===== src/fmi_mul.sv =====
// 48x48 multiplier built from one 24x24 product per cycle; returns floor(a*b / 2^32).
`default_nettype none
module fmi_mul (
    input  wire logic        i_clk,
    input  wire logic        i_rst_n,
    input  wire logic        i_start,
    input  wire logic [47:0] i_a,
    input  wire logic [47:0] i_b,
    output logic             o_done,
    output logic [63:0]      o_prod
);
    logic [47:0] r_a;
    logic [47:0] r_b;
    logic [2:0]  r_step;
    logic        r_busy;
    logic        r_done;
    logic [47:0] r_pp;
    logic [5:0]  r_sh;
    logic        r_ppv;
    logic [95:0] r_acc;
    logic [23:0] mx;
    logic [23:0] my;
    logic [5:0]  sh;

    // partial product select: lo*lo, hi*lo, lo*hi, hi*hi
    always_comb begin
        unique case (r_step[1:0])
            2'd0: begin mx = r_a[23:0];  my = r_b[23:0];  sh = 6'd0;  end
            2'd1: begin mx = r_a[47:24]; my = r_b[23:0];  sh = 6'd24; end
            2'd2: begin mx = r_a[23:0];  my = r_b[47:24]; sh = 6'd24; end
            default: begin mx = r_a[47:24]; my = r_b[47:24]; sh = 6'd48; end
        endcase
    end

    always_ff @(posedge i_clk) begin
        if (!i_rst_n) begin
            r_busy <= 1'b0;
            r_done <= 1'b0;
            r_ppv  <= 1'b0;
            r_step <= '0;
        end else begin
            r_done <= 1'b0;
            if (i_start) begin
                r_a    <= i_a;
                r_b    <= i_b;
                r_busy <= 1'b1;
                r_step <= '0;
                r_ppv  <= 1'b0;
                r_acc  <= '0;
            end else if (r_busy) begin
                // multiply one step, accumulate the previous product
                if (r_ppv) begin
                    r_acc <= r_acc + ({48'd0, r_pp} << r_sh);
                end
                r_pp   <= mx * my;
                r_sh   <= sh;
                r_ppv  <= (r_step != 3'd4);
                r_step <= r_step + 1'b1;
                if (r_step == 3'd4) begin
                    r_busy <= 1'b0;
                    r_done <= 1'b1;
                end
            end
        end
    end

    assign o_done = r_done;
    assign o_prod = r_acc[95:32];
endmodule
`default_nettype wire


===== config.mk =====
export PLATFORM = sky130hd
export DESIGN_NAME = fmi_mul
export DESIGN_NICKNAME = d
export VERILOG_FILES = /design/src/fmi_mul.sv
export SDC_FILE = /design/constraint.sdc
export NUM_CORES = 2
export LEC_CHECK = 0
export ABC_AREA = 1
export BUFFER_PORTS_ARGS = -buffer_cell sky130_fd_sc_hd__buf_2
export CORE_ASPECT_RATIO = 0.75
export CORE_UTILIZATION = 33
export CTS_CLUSTER_DIAMETER = 30
export DETAILED_ROUTE_END_ITERATION = 16
export SLEW_MARGIN = 0
export SYNTH_ARGS = -nofsm -noshare
export SYNTH_HDL_FRONTEND = slang
export SYNTH_SLANG_ARGS = --single-unit

===== constraint.sdc =====
create_clock -name i_clk -period 7.92 [get_ports i_clk]
set_clock_uncertainty 0.05 [all_clocks]
set_input_delay 1.98 -clock i_clk [delete_from_list [all_inputs] [get_ports i_clk]]
set_output_delay 1.98 -clock i_clk [all_outputs]
set_load 0.01 [all_outputs]

==> flow_summary_export.csv <==
group,metric,value,unit
worst_setup_path,crit_path_end_kind,"flop",
logic_synthesis,ys_ff_latch,249,
grt,grt_max_degree,74,
floorplan,start_util,33.5,%
grt,antenna_found_initial,3,
clock_tree,cts_tree,"yes",
logic_synthesis,synth-main-ff-cell,"edfxtp_1",
worst_setup_path,crit_type,"reg2reg",
timing,timing.final.max_slew_violations,0,
cells_and_area,layout_common_cells,"nand2_1, inv_1, nor2_1, fa_1, ha_1",
logic_synthesis,synth_fp_nets,6460,
clock_tree,clockBufferDepth,3,
clock_tree,worstSkewPairLatency,0.69,ns
logic_synthesis,synth_edf_count,243,
clock_tree,htree_levels,3,
floorplan,coreArea,0.119,sq mm
logic_synthesis,synthTopCellsByArea,"fa_1, edfxtp_1, nand2_1, inv_1, ha_1",
placement,numPortBuffers,163,
floorplan,fp.dieW,403,microns
placement,place.gp.congestion,1.04,
logic_synthesis,synth_top_area_share,24.3,%
logic_synthesis,ys_types,44,
cells_and_area,nNetsFinal,6650,
detailed_routing,drtIter0Drc,4031,
grt,grt_overflow_total,0,
logic_synthesis,synth_top_cell_by_area,"fa_1",
floorplan,ios,164,
detailed_routing,dr.pass1.iters,6,
detailed_routing,drtAntennaViolNets,0,
worst_setup_path,cp_data_arrival_time,7.97,ns
cells_and_area,drive_gt1_share,10.6,%
floorplan,chipHeight,303,microns
timing,worst_pin_slew,1.11,ns
floorplan,rows,109,
logic_synthesis,synth-async-reset-ratio,0,%
clock_tree,cts-root-buf,"clkbuf_16",
timing,hold_viol,0,
timing,slew_headroom,26.1,%
logic_synthesis,ys_seq_area_share,18.6,%
run_status,status,"finished clean",
flow_run,cap_violations,0,
grt,grt_usage,24.7,%
grt,grt_pass1_wl,222,mm
clock_tree,hold_buffers,0,
detailed_routing,totalWireLength,149,mm
logic_synthesis,synthCells,5605,
placement,dp_hpwl,126,mm
detailed_routing,drc,0,
detailed_routing,wire_per_inst,20.0,microns
detailed_routing,vias_per_cell,4.88,
timing,max_freq,131,MHz
cells_and_area,area_delta_synth_final,14.1,%
clock_tree,path_clk_slew,0.05,ns
floorplan,die-area,0.122,sq mm
detailed_routing,vias,36410,
clock_tree,cts_buffers,77,
worst_hold_path,hold_path_class,"reg2reg",
timing,fin_hold_ws,0.407,ns
timing,post-route-period-util,96.2,%
cells_and_area,n_fill_cell,12605,
timing,finalSetupViolCount,0,
grt,grt_pass1_vias,35692,
clock_tree,cts.sinks,249,
logic_synthesis,syn_area,0.0398,sq mm
cells_and_area,layout_commonest_cell,"nand2_1",
worst_setup_path,worst_ep_required_time,8.27,ns
timing,layout_min_cycle_time,7.62,ns
worst_setup_path,worstPathMaxFanout,24,
logic_synthesis,synth_area_per_cell,7.11,sq um
logic_synthesis,yosys_warnings,0,
worst_setup_path,cp-start-kind,"flop",
flip-flops by register name, indices dropped and copies added, names as in the netlist:
signal / cells
r_b: 48
r_acc: 96
r_ppv: 1
o_done: 1
r_pp: 48
r_busy: 1
r_step: 3
r_a: 48
r_sh: 3
Yosys cell counts, types with 2 or more instances:
cell      instances
o21a_1           10
inv_2            37
nand4_1          34
inv_1          1291
a21boi_0          2
a21o_1            5
o21ai_1          18
a211oi_1          2
o22ai_1           8
nor2_1          673
nor3_2            9
a31oi_1           9
clkinv_1          3
nand3_2          15
fa_1            483
o21ai_2          15
ha_1            273
xor2_1           25
xnor2_1          14
buf_2            51
dfxtp_1           6
nor2_2           58
o21bai_1          7
mux2i_1          16
buf_1             4
nand2_1        1581
buf_4            68
nand2_2          26
and2_1            9
edfxtp_1        243
and3_1            3
clkbuf_1         79
o21ai_0         172
nand3_1         116
nor2_4            8
a21oi_1         199
nor3_1           26
what timing repair did:
action / 4_1_cts / 5_1_grt
resized for setup: 0 / 23
endpoints found under the setup margin: 0 / 29
buffers inserted: 0 / 8
final timing paths:
kind,from,to,slack [ns],cells after the start
hold / removal,r_step[2],r_step[2],0.41,1
hold reg to reg,r_step[2],r_step[2],0.41,1
setup reg to reg,r_step[0],r_pp[38],0.30,27
setup / recovery,r_step[0],r_pp[38],0.30,27
logic make-up (layout without fill, tap and decap cells):
| group | after synthesis | count (layout) | synth area share [%] |
|---|---|---|---|
| xor+xnor | 39 | 39 | 0.858 |
| simple gates | 2561 | 2561 | 26.0 |
| fa+ha+maj | 756 | 756 | 32.9 |
| buf+inv | 1533 | 1784 | 15.2 |
| mux | 16 | 16 | 0.402 |
| other cells | 0 | 1 | 0 |
| flops | 249 | 249 | 18.6 |
| compound gates | 451 | 451 | 6.06 |
metrics by stage:
stage          util, %  cell area [sq um]  cells  TNS (ns)  setup WS, ns
6_report          38.3              45500   7466         0         0.299
5_1_grt           38.3              45400   7465  -0.00287      -0.00287
4_1_cts           38.1              45300   7456         0         0.149
3_5_place_dp      36.0              42700   7316         0         0.190
3_3_place_gp      36.0              42700   7316         0         0.169
2_1_floorplan        -              39800   5605         0          1.00
per-layer routing:
metal | vias to the layer above | part of all wire, % | track usage, % | wire, microns
met5 | - | 0 | 0 | 0
met4 | 0 | 3.3 | 8.37 | 4930
met3 | 265 | 13 | 8.93 | 19400
met2 | 1711 | 39 | 34.2 | 57800
met1 | 17351 | 45 | 35.2 | 67000
li1 | 17083 | - | - | -
worst max-delay path, stage by stage (launching register included):
cell	delay (ns)
dfxtp_1	0.32
inv_1	0.12
ha_2	0.27
nor2_4	0.07
buf_4	0.17
clkbuf_16	0.21
nand2_1	0.07
o21ai_1	0.07
inv_1	0.57
nor2_1	0.13
fa_1	0.53
inv_1	0.06
fa_1	0.54
inv_1	0.05
fa_1	0.48
fa_1	0.52
fa_1	0.45
fa_1	0.49
inv_1	0.05
fa_1	0.47
inv_1	0.04
ha_1	0.34
a21oi_1	0.24
o21ai_0	0.18
a21o_1	0.23
a21oi_1	0.29
nand3_1	0.14
xor2_1	0.16
cell type report:
type / instances / area, sq um / share of cell area [%]
clock inverters: 58 / 608 / 1.34
multi-input cells: 3823 / 26400 / 58.2
diodes: 1 / 2.50 / 0.00551
flip-flops and latches: 249 / 7420 / 16.3
well taps: 1609 / 2010 / 4.43
repair buffers: 313 / 2020 / 4.45
clock buffers: 82 / 1950 / 4.28
inverters: 1331 / 5000 / 11.0
Power is not shown: default switching activity piles up to over one toggle a cycle in this logic, so the estimate is an artifact.
