==> src/fmi_pkg.sv <==
// Shared types and constants for the flow meter with inter-arrival statistics.
`default_nettype none
package fmi_pkg;

    localparam int unsigned KEY_ADDR_W = 64;
    localparam int unsigned KEY_PPP_W  = 40;
    localparam int unsigned MEAN_W     = 48;
    localparam int unsigned DIV_CNT_W  = 7;

    typedef logic [1:0] t_status;
    localparam t_status ST_UPDATED = 2'd0;
    localparam t_status ST_NEW     = 2'd1;
    localparam t_status ST_FULL    = 2'd2;

    typedef enum logic [3:0] {
        S_CLEAR,
        S_IDLE,
        S_HASH,
        S_VRD,
        S_RD,
        S_CMP,
        S_UPD,
        S_PREP,
        S_MDIV,
        S_MUL,
        S_VDIV,
        S_OUT
    } t_state;

    typedef struct packed {
        logic [KEY_ADDR_W-1:0] key_addr;
        logic [KEY_PPP_W-1:0]  key_ppp;
        logic [63:0]           pkts;
        logic [63:0]           bytes;
        logic [63:0]           first;
        logic [63:0]           last;
        logic [MEAN_W-1:0]     mean;
        logic [63:0]           m2;
    } t_entry;

endpackage
`default_nettype wire

==> src/fmi_div.sv <==
// Radix-2 restoring divider, one quotient bit per cycle.
`default_nettype none
module fmi_div (
    input  wire logic                           i_clk,
    input  wire logic                           i_rst_n,
    input  wire logic                           i_start,
    input  wire logic [63:0]                    i_dividend,
    input  wire logic [63:0]                    i_divisor,
    input  wire logic [fmi_pkg::DIV_CNT_W-1:0] i_nbits,
    output logic                                o_busy,
    output logic                                o_done,
    output logic [63:0]                         o_quotient
);
    // dividend is left aligned by the caller; i_nbits bits are processed
    logic [63:0]                         r_q;
    logic [63:0]                         r_rem;
    logic [63:0]                         r_div;
    logic [fmi_pkg::DIV_CNT_W-1:0]      r_cnt;
    logic                                r_busy;
    logic                                r_done;
    logic [65:0]                         trial;

    assign trial = {1'b0, r_rem, r_q[63]} - {2'b00, r_div};

    always_ff @(posedge i_clk) begin
        if (!i_rst_n) begin
            r_busy <= 1'b0;
            r_done <= 1'b0;
            r_cnt  <= '0;
        end else begin
            r_done <= 1'b0;
            if (i_start) begin
                r_busy <= 1'b1;
                r_q    <= i_dividend;
                r_rem  <= '0;
                r_div  <= i_divisor;
                r_cnt  <= i_nbits;
            end else if (r_busy) begin
                // one shift and trial subtract per cycle
                if (!trial[65]) begin
                    r_rem <= trial[63:0];
                    r_q   <= {r_q[62:0], 1'b1};
                end else begin
                    r_rem <= {r_rem[62:0], r_q[63]};
                    r_q   <= {r_q[62:0], 1'b0};
                end
                r_cnt <= r_cnt - 1'b1;
                if (r_cnt == fmi_pkg::DIV_CNT_W'(1)) begin
                    r_busy <= 1'b0;
                    r_done <= 1'b1;
                end
            end
        end
    end

    assign o_busy      = r_busy;
    assign o_done      = r_done;
    assign o_quotient  = r_q;
endmodule
`default_nettype wire

==> config.mk <==
export PLATFORM = sky130hd
export DESIGN_NAME = fmi_div
export DESIGN_NICKNAME = d
export VERILOG_FILES = /design/src/fmi_pkg.sv /design/src/fmi_div.sv
export SDC_FILE = /design/constraint.sdc
export NUM_CORES = 1
export LEC_CHECK = 0
export BUFFER_PORTS_ARGS = -buffer_cell sky130_fd_sc_hd__clkbuf_2
export CAP_MARGIN = 25
export CORE_MARGIN = 4
export CORE_UTILIZATION = 57
export DETAILED_ROUTE_END_ITERATION = 10
export GPL_TIMING_DRIVEN = 0
export PLACE_DENSITY = 0.83
export SYNTH_ARGS = -nofsm -noshare
export SYNTH_HDL_FRONTEND = slang
export SYNTH_SLANG_ARGS = --single-unit
==> constraint.sdc <==
create_clock -name i_clk -period 4.8 [get_ports i_clk]
set_input_delay 0.24 -clock i_clk [delete_from_list [all_inputs] [get_ports i_clk]]
set_output_delay 0.24 -clock i_clk [all_outputs]
set_load 0.01 [all_outputs]
==> results of run 1 <==
==> routing by layer <==
metal / share of wire [%] / wire length, um / up-vias / GRT usage, %
met2: 49 / 16700 / 457 / 48.3
met5: 0 / 0 / - / 0
met1: 39 / 13200 / 4931 / 35.5
met4: 3.8 / 1270 / 0 / 10.3
met3: 7.8 / 2620 / 84 / 4.42
li1: - / - / 4969 / -
==> report_power, final <==
group	internal, uW	total (uW)	leakage (uW)	switching (uW)
clock network	986	1700	0.000361	719
registers	2120	2200	0.00191	79.3
logic	659	1630	0.00399	975
total	3770	5540	0.00626	1770
==> state kept, by name (all words and copies together), names as in the netlist <==
register / cells
o_busy: 1
o_quotient: 64
o_done: 1
r_cnt: 7
r_rem: 64
r_div: 64
==> layout make-up <==
type	count	area, um2	area share [%]
flip-flops and latches	201	5950	39.4
clock buffers	25	583	3.86
repair buffers	283	1840	12.2
plain buffers	47	258	1.71
well taps	275	344	2.28
inverters	83	312	2.06
clock inverters	16	138	0.912
multi-input cells	850	5670	37.5
==> logic make-up after synthesis <==
family	count (synthesis)	synth area share, %
flip-flops	201	48.9
AND/OR/NAND/NOR	342	13.0
XOR/XNOR	52	3.74
AO/OA/AOI/OAI	322	16.6
multiplexers	67	6.16
buffers and inverters	130	4.68
adder cells (fa/ha/maj)	67	6.95
==> worst max-delay path: cells and delay by family, from the launching register on <==
family	cells	cell delay [ns]
flip-flops	1	0.40
AO/OA/AOI/OAI	5	1.49
AND/OR/NAND/NOR	4	1.26
buffers and inverters	1	0.32
adder cells (fa/ha/maj)	1	0.42
==> placed cells by master (no fill, tap or decap), drive strengths merged, types with 9 or more instances in the layout <==
| cell | Yosys | final |
|---|---|---|
| inv | 83 | 84 |
| ha | 66 | 66 |
| nand2 | 168 | 168 |
| and2 | 12 | 12 |
| buf | 15 | 17 |
| o31ai | 11 | 11 |
| o211ai | 9 | 9 |
| edfxtp | 192 | 192 |
| a21o | 22 | 22 |
| a21oi | 139 | 139 |
| nand3 | 23 | 23 |
| xor2 | 19 | 19 |
| o21ai | 61 | 61 |
| nor3 | 18 | 18 |
| a211oi | 16 | 16 |
| mux2 | 63 | 63 |
| nand3b | 9 | 9 |
| o21bai | 12 | 12 |
| dfxtp | 9 | 9 |
| clkinv | 0 | 13 |
| dlygate4sd3 | 1 | 79 |
| xnor2 | 33 | 33 |
| clkbuf | 30 | 258 |
| nor2 | 52 | 52 |
| nand4 | 18 | 18 |
==> through the flow <==
stage,total power [uW],worst slack [ns],std cells,instance area (um2)
global placement,3740,-0.819,1659,13500
floorplan,3350,0.751,1181,12200
finish,5540,0.763,1780,15100
detailed placement,3780,0.892,1661,13600
CTS,5540,0.854,1780,15100
global route,5820,0.601,1780,15100
==> how the worst min path moves through the flow <==
stage / slack [ns] / to / from / cells past startpoint
global placement: 0.42 / r_div[22] / i_divisor[22] / 1
global route: 0.006 / o_quotient[54] / i_dividend[54] / 2
detailed placement: 0.42 / r_div[63] / i_divisor[63] / 1
CTS: 0.001 / o_quotient[54] / i_dividend[54] / 2
floorplan: 0.34 / r_div[0] / i_divisor[0] / 0
finish: 0.02 / o_quotient[62] / i_dividend[62] / 2
==> repair_timing <==
item | 4_1_cts | 5_1_grt
resized for setup | 0 | 0
hold buffers | 78 | 0
hold endpoints to repair | 78 | 0
buffers inserted | 0 | 0
endpoints found under the setup margin | 0 | 0
==> metrics, run 1 <==
IO Count=~200; Startpoint Class=flip-flop; crit path capture=r_rem[55]; WHS=0.0188 ns; Final TNS setup=0 ns; Num CTS Buffers=23; Overflow after GRT=0; Pins Over Slew Limit=0; Post-synth EDFFs=192; die height=154 um; synthesized cell area=12200 um2; slowest stage delay, CP=0.78 ns; worst reg-to-reg setup slack=0.76 ns; largest cells by area after synthesis=edfxtp_1 (47%), ha_1 (6.8%), mux2_2 (5.8%); worst reg2reg startpoint=r_rem[9]; status=complete, no violations; synthesized flop and latch total=201; DR vias=10.4k; drt wl/cell=19.0 um; register area share after synthesis=between 40% and 50%; routed wire length=33800 um; minimum clock period=4.04 ns; Slew HR=38.7%; Static Leakage=0.00626 uW; CORE AREA=21000 um2; crit path kind=reg -> reg; First DRT Iteration DRCs=841; clk root buf=clkbuf_16; r2r endpoint=r_rem[55]; gpl congestion=~0.95; worst r2r path cells=11; Worst path most repeated cell=a21o_2; Ys Warns=0; Hold Path Class=in -> reg; die width=154 um; dominant synthesized flop cell=edfxtp_1; post-route ant nets=0; antenna diode count=0; Slowest cell on crit path=nor2_1; clock latency on the worst-skew pair=around 0.53 ns; cell with the most instances after synthesis=edfxtp_1; CTS tree=done; Synth top cells by count=edfxtp_1 (192), nand2_1 (168), a21oi_1 (136); pwr dens=367 nW/um2; Max-Cap Viols=0; crit end category=flip-flop; DRC viols=0; GRT Total Usage=27.9%; Synth async-reset ratio=0%; RSZ-0062 raised after global routing=no; crit-path cells=ha_1, nand2_1, o32ai_1, nor4b_1, a21oi_2, nand4_1, a21o_2, a21o_2, clkbuf_1, nor2_1, a22o_1; Final Util=a little under three quarters; fill cell count=1539; vias in the first global route=10.5k; layout cell share with drive strength beyond 1=approximately 22%; Synth area leader=edfxtp_1; VDD IR max=around 0.31 mV; Layout Skew=0.0132 ns; first-pass GRT wire length=54000 um; area of the die=23800 um2; Clock Path Buffers=3; syn_area_per_cell=between 10 and 15 um2; Cell Rows=53; crit-path max FO=10; dpl hpwl=23900 um; Worst EP arrival=4.43 ns; Syn Inst Count=1181; Layout Nets=1694; via density per instance=5.87; distinct cell type count of the synthesized netlist=75; worst slew pin tran=0.919 ns; Hold Violations, Final=0; crit path launch=r_rem[9]; initial antenna violation count=0; largest net degree at the start of global routing=65; CTS H-tree lvls=1; fmax=0.248 GHz; TritonRoute pass-1 iters=6; post-synth top area share=between 40% and 50%; Final Setup Violations=0; Net Count, Synth=1386; Port Buf Inserts=around 200; Layout Area Growth over Synthesis=24.0%; initial cell density of the core=57.9%; clk slew on worst S/H paths=around 0.06 ns; clk sink count=~200; Crit path required time=5.19 ns; Final period util=84.1%
Note: power is estimated with default switching activity, not from simulation.
==> inputs of run 2 (changes only) <==
CORE_UTILIZATION = 52   (was 57)
PLACE_DENSITY = 0.8   (was 0.83)
clock period = 3.6 ns   (was 4.8 ns; I/O delays follow)
==> run 2 against run 1 <==
- worst setup slack got worse by 0.67 ns
- wire length up 3.1%
- final cell count up 5.7%
- sequential cell count did not move
- maximum frequency is 15% higher
- utilization shrank 1.9 points
- power rose by 39%
- first-iteration DRC count down 19%
- clock power grew 45%
- clock skew shrank 0.0045 ns
- worst hold slack better by 0.024 ns
- highest routed layer unchanged
==> metrics, run 2 (synthesized netlist as in run 1, its figures left out) <==
clock latency on the worst-skew pair=0.52 ns; Startpoint Class=flip-flop; Num CTS Buffers=23; clk sink count=201; die height=~160 um; dpl hpwl=23600 um; CTS tree=done; Cell Rows=55; WHS=about 0.043 ns; worst slew pin tran=0.864 ns; area of the die=25900 um2; status=complete, no violations; Gate power share=~30%; clk root buf=clkbuf_16; most frequent cells in the layout=clkbuf_2 (206), edfxtp_1 (192), nand2_1 (168); Pins Over Slew Limit=0; largest net degree at the start of global routing=65; Final Instance Area=between 15000 and 20000 um2; Hold Path Class=in -> reg; First DRT Iteration DRCs=685; layout cell share with drive strength beyond 1=23.8%; Sw Share=31.3%; VDD IR max=0.421 mV; crit-path max FO=4; Layout Nets=1754; DRC viols=0; clk slew on worst S/H paths=~0.060 ns; Clock power frac=roughly 32%; fmax=around 0.28 GHz; Port Buf Inserts=about 200; DR vias=around 11k; DP Area=roughly 14000 um2; vias in the first global route=11.0k; Clock Path Buffers=3; RSZ-0062 raised after global routing=yes; Reg power frac=38.1%; Layout Area Growth over Synthesis=31.2%; Layout Skew=0.00864 ns; pwr dens=483 nW/um2; gpl congestion=0.939; crit path kind=reg -> reg; minimum clock period=~3.5 ns; CORE AREA=between 20000 and 25000 um2; Max-Cap Viols=0; GRT Total Usage=a little over a quarter; TritonRoute pass-1 iters=5; met3 Track Usage GR=4.80%; commonest non-fill, non-tap cell in the layout=clkbuf_2; Overflow after GRT=0; busiest grt layer=met2; CTS H-tree lvls=1; crit end category=flip-flop; drt wl/cell=between 15 and 20 um; grt met2 use=45.0%; Hold Violations, Final=0; Final Setup Violations=0; post-route ant nets=0; first-pass GRT wire length=55400 um; Final period util=between 90 and 100%; via density per instance=5.62; Worst EP arrival=3.87 ns; routed wire length=~35000 um; Static Leakage=between 0.006 and 0.007 uW; Slew HR=42.4%; initial cell density of the core=53.3%; die width=approximately 160 um; Sw Pwr=2410 uW; Final TNS setup=0 ns; IO Count=204; Power Internal=5300 uW; initial antenna violation count=2; Crit path required time=around 4.0 ns; grt met1 use=roughly 33%
run 2: changes by cell type in the layout (fill, tap and decap cells not counted), sizes merged:
cell	delta
buf	+5
bufinv	+2
clkbuf	+1
clkinv	-2
diode	+2
dlygate4sd3	+55
run 2: final timing paths:
kind,startpoint,endpoint,slack (ns),cells after the start
setup reg to reg,o_quotient[63],r_rem[62],0.09,13
setup / recovery,o_quotient[63],r_rem[62],0.09,13
hold / removal,i_rst_n,o_done,0.04,3
hold reg to reg,r_cnt[6],o_done,0.50,1
run 2: routing by layer:
layer / wire (um) / part of all wire, % / vias up
li1: - / - / 5084
met1: 14500 / 42 / 4992
met2: 16800 / 48 / 426
met3: 2300 / 6.6 / 75
met4: 1240 / 3.6 / 0
met5: 0 / 0 / -
run 2: final cells by class:
type / instances / area [um2]
Clock buffer: 26 / 607
Sequential cell: 201 / 5950
Buffer: 47 / 277
Tap cell: 313 / 392
Inverter: 83 / 312
Antenna cell: 2 / 5.00
Timing Repair Buffer: 343 / 2440
Fill cell: 1679 / 6880
Multi-Input combinational cell: 850 / 5800
Clock inverter: 16 / 193
run 2: per-stage QoR:
step / std cells / util (%) / setup slack, ns / total power (uW)
after floorplan: 1181 / - / 0.238 / 4460
after global placement: 1697 / 59.4 / -0.591 / 4980
after CTS: 1874 / 69.2 / 0.0241 / 7630
after detailed placement: 1699 / 59.7 / -0.342 / 5040
final: 1881 / 69.9 / 0.0881 / 7710
after global routing: 1881 / 69.9 / -0.0381 / 8100
run 2: power groups by stage:
stage               logic, uW  clock network, uW  registers, uW
finish                   2300               2470           2940
CTS                      2200               2500           2930
global route             2540               2600           2960
detailed placement       2060                  0           2980
global placement         2000                  0           2980
floorplan                1480                  0           2980
run 2: worst max-delay path, stage by stage (launching register included):
cell	delay, ns
edfxtp_1	0.47
inv_1	0.10
ha_1	0.15
inv_1	0.05
fa_1	0.40
a21o_2	0.26
a221oi_4	0.33
a211o_4	0.24
a211oi_2	0.11
o21ai_1	0.33
a21oi_2	0.11
o31a_2	0.34
or3_1	0.31
a21oi_1	0.16
run 2: timing repair:
action | in CTS | in global routing
endpoints found under the hold margin | 133 | 0
pin swaps | 1 | 4
resized for setup | 10 | 35
setup buffers | 0 | 5
endpoints found under the setup margin | 58 | 64
hold buffers | 133 | 0
==> inputs of run 3 (changes only) <==
CELL_PAD_IN_SITES_DETAIL_PLACEMENT = 1   (was default)
CELL_PAD_IN_SITES_GLOBAL_PLACEMENT = 1   (was default)
CORE_UTILIZATION = 40   (was 52)
PLACE_DENSITY = 0.79   (was 0.8)
==> run 3 against run 2 <==
- maximum frequency increased by 1.1%
- die area up 28%
- utilization fell by 16 points
- wire length grew 19%
- sequential cell count unchanged
- count of clock-buffer cells in the layout increased by 9
- first-iteration DRC count is 3.1% lower
- largest power group unchanged
- highest routed layer is now met5
- non-clock buffer count shrank 1
- design area increased by 0.65%
- sequential share of layout area down 0.24 points
==> metrics, run 3 (synthesized netlist as in run 1, its figures left out) <==
minimum clock period=around 3.5 ns; worst r2r path cells=13; area of the multi-input gates=5830 um2; Hold Violations, Final=0; Sw Pwr=between 2000 and 3000 uW; Reg power frac=37.9%; fill cell count=3310; Pins Over Slew Limit=0; via density per instance=roughly 5.5; CORE AREA=29800 um2; Num CTS Buffers=24; Power Internal=5200 uW; initial cell density of the core=between 40 and 50%; worst reg2reg startpoint=o_quotient[63]; worst slew pin tran=0.915 ns; Clock power frac=31.3%; DR vias=10.7k; placed insts=~1.8k; GRT Total Usage=24.3%; clk root buf=clkbuf_16; final cell count without fillers=1957; largest net degree at the start of global routing=65; Max-Cap Viols=0; area of the die=33300 um2; IO Count=slightly above 200; first-pass GRT wire length=64800 um; VDD IR max=0.439 mV; gpl congestion=between 0.9 and 1; vias in the first global route=11.9k; slowest stage delay, CP=0.48 ns; Final period util=96.5%; dpl hpwl=around 28000 um; Layout Skew=0.0232 ns; Crit path required time=~3.9 ns; Worst path most repeated cell=inv_1; Worst EP arrival=3.75 ns; CTS H-tree lvls=1; First DRT Iteration DRCs=664; Crit path max-delay family=compound AO/OA/AOI/OAI gates; worst reg-to-reg setup slack=0.13 ns; total power=7790 uW; initial antenna violation count=1; WHS=0.0241 ns; status=complete, no violations; Slew HR=between 30% and 40%; Slowest cell on crit path=or4_1; Port Buf Inserts=203; drt wl/cell=21.2 um; Final Setup Violations=0; crit end category=flip-flop; layout cell share with drive strength beyond 1=a little under a quarter; clk slew on worst S/H paths=0.06 ns; crit-path max FO=5; Overflow after GRT=0; Sw Share=33.2%; CTS tree=done; Cell Rows=between 60 and 70; most frequent cells in the layout=clkbuf_2 (207), edfxtp_1 (192), nand2_1 (168); TritonRoute pass-1 iters=5; routed wire length=41500 um; crit path launch=o_quotient[63]; clock latency on the worst-skew pair=0.55 ns; Clock Path Buffers=3; Hold Path Class=in -> reg; fmax=0.288 GHz; crit path capture=r_rem[56]; WP depth=13; crit-path cells=inv_1, ha_1, inv_1, fa_1, a21o_2, a221oi_4, a211o_4, a21oi_4, o211ai_4, a2111oi_2, or4_1, nand3_1, a21oi_1; post-route ant nets=0; Layout Nets=1754; clk sink count=approximately 200; Gate power share=30.8%; Startpoint Class=flip-flop; Static Leakage=0.00657 uW; Layout Area Growth over Synthesis=32.0%; r2r endpoint=r_rem[56]; register area=5950 um2; crit path kind=reg -> reg; die width=~180 um; Buf/Inv on CP=2; commonest non-fill, non-tap cell in the layout=clkbuf_2; pwr dens=just under 500 nW/um2; DRC viols=0; die height=182 um; antenna diode count=0
-- run 3: cell count changes in the layout (fill, tap and decap cells not counted), sizes merged --
| cell | before | now |
|---|---|---|
| clkinvlp | 0 | 1 |
| clkbuf | 259 | 272 |
| diode | 2 | 0 |
| inv | 84 | 83 |
| clkinv | 11 | 7 |
| buf | 22 | 17 |
| bufinv | 4 | 1 |
-- run 3: worst min-delay path by stage --
stage                              from   endpoint  slack, ns  depth (start not counted)
final                        i_nbits[5]   r_cnt[5]       0.02                          4
after global routing         i_nbits[5]   r_cnt[5]       0.05                          4
after CTS                    i_nbits[3]   r_cnt[3]      0.003                          4
after detailed placement  i_divisor[30]  r_div[30]       0.36                          1
after global placement    i_divisor[17]  r_div[17]       0.36                          1
after floorplan            i_divisor[0]   r_div[0]       0.28                          0
-- run 3: timing repair --
item,in CTS,in global routing
resized for setup,20,31
endpoints found under the hold margin,133,0
gates cloned,0,0
hold buffers,133,0
setup buffers,0,4
pin swaps,0,5
setup endpoints to repair,63,63
-- run 3: area by class of cell --
cell class	count	area share, %
Clock buffer	35	4.24
Clock inverter	9	0.615
Tap cell	390	3.04
Multi-Input combinational cell	850	36.3
Buffer	47	1.77
Inverter	83	1.94
Timing Repair Buffer	342	15.1
Sequential cell	201	37.0
-- run 3: metrics by stage --
step,TNS [ns],util [%],area (um2),worst slack [ns]
after floorplan,0,-,12200,0.238
after CTS,-0.00719,53.5,15900,-0.00719
final,0,53.9,16100,0.126
after global placement,-93.12,45.9,13700,-0.667
after global routing,-0.0594,53.9,16100,-0.0260
after detailed placement,-15.66,46.1,13700,-0.385
-- run 3: per-layer routing --
layer | GRT usage (%) | up-vias | wire (um)
li1 | - | 5073 | -
met1 | 29.5 | 5250 | 17000
met2 | 43.0 | 316 | 20800
met3 | 4.78 | 82 | 2230
met4 | 8.77 | 2 | 1580
met5 | 0 | - | 12
-- run 3: worst register-to-register path: stages (launching register included) --
cell and delay (ns):
edfxtp_1 0.41, inv_1 0.08, ha_1 0.16, inv_1 0.06, fa_1 0.39, a21o_2 0.26, a221oi_4 0.35, a211o_4 0.26
a21oi_4 0.09, o211ai_4 0.33, a2111oi_2 0.15, or4_1 0.48, nand3_1 0.12, a21oi_1 0.08
-- run 3: power by group through the flow --
stage | Sequential, uW | Clock [uW] | Combinational, uW
6_report | 2950 | 2440 | 2400
5_1_grt | 2970 | 2580 | 2640
4_1_cts | 2950 | 2460 | 2300
3_5_place_dp | 2990 | 0 | 2140
3_3_place_gp | 2990 | 0 | 2050
2_1_floorplan | 2980 | 0 | 1480
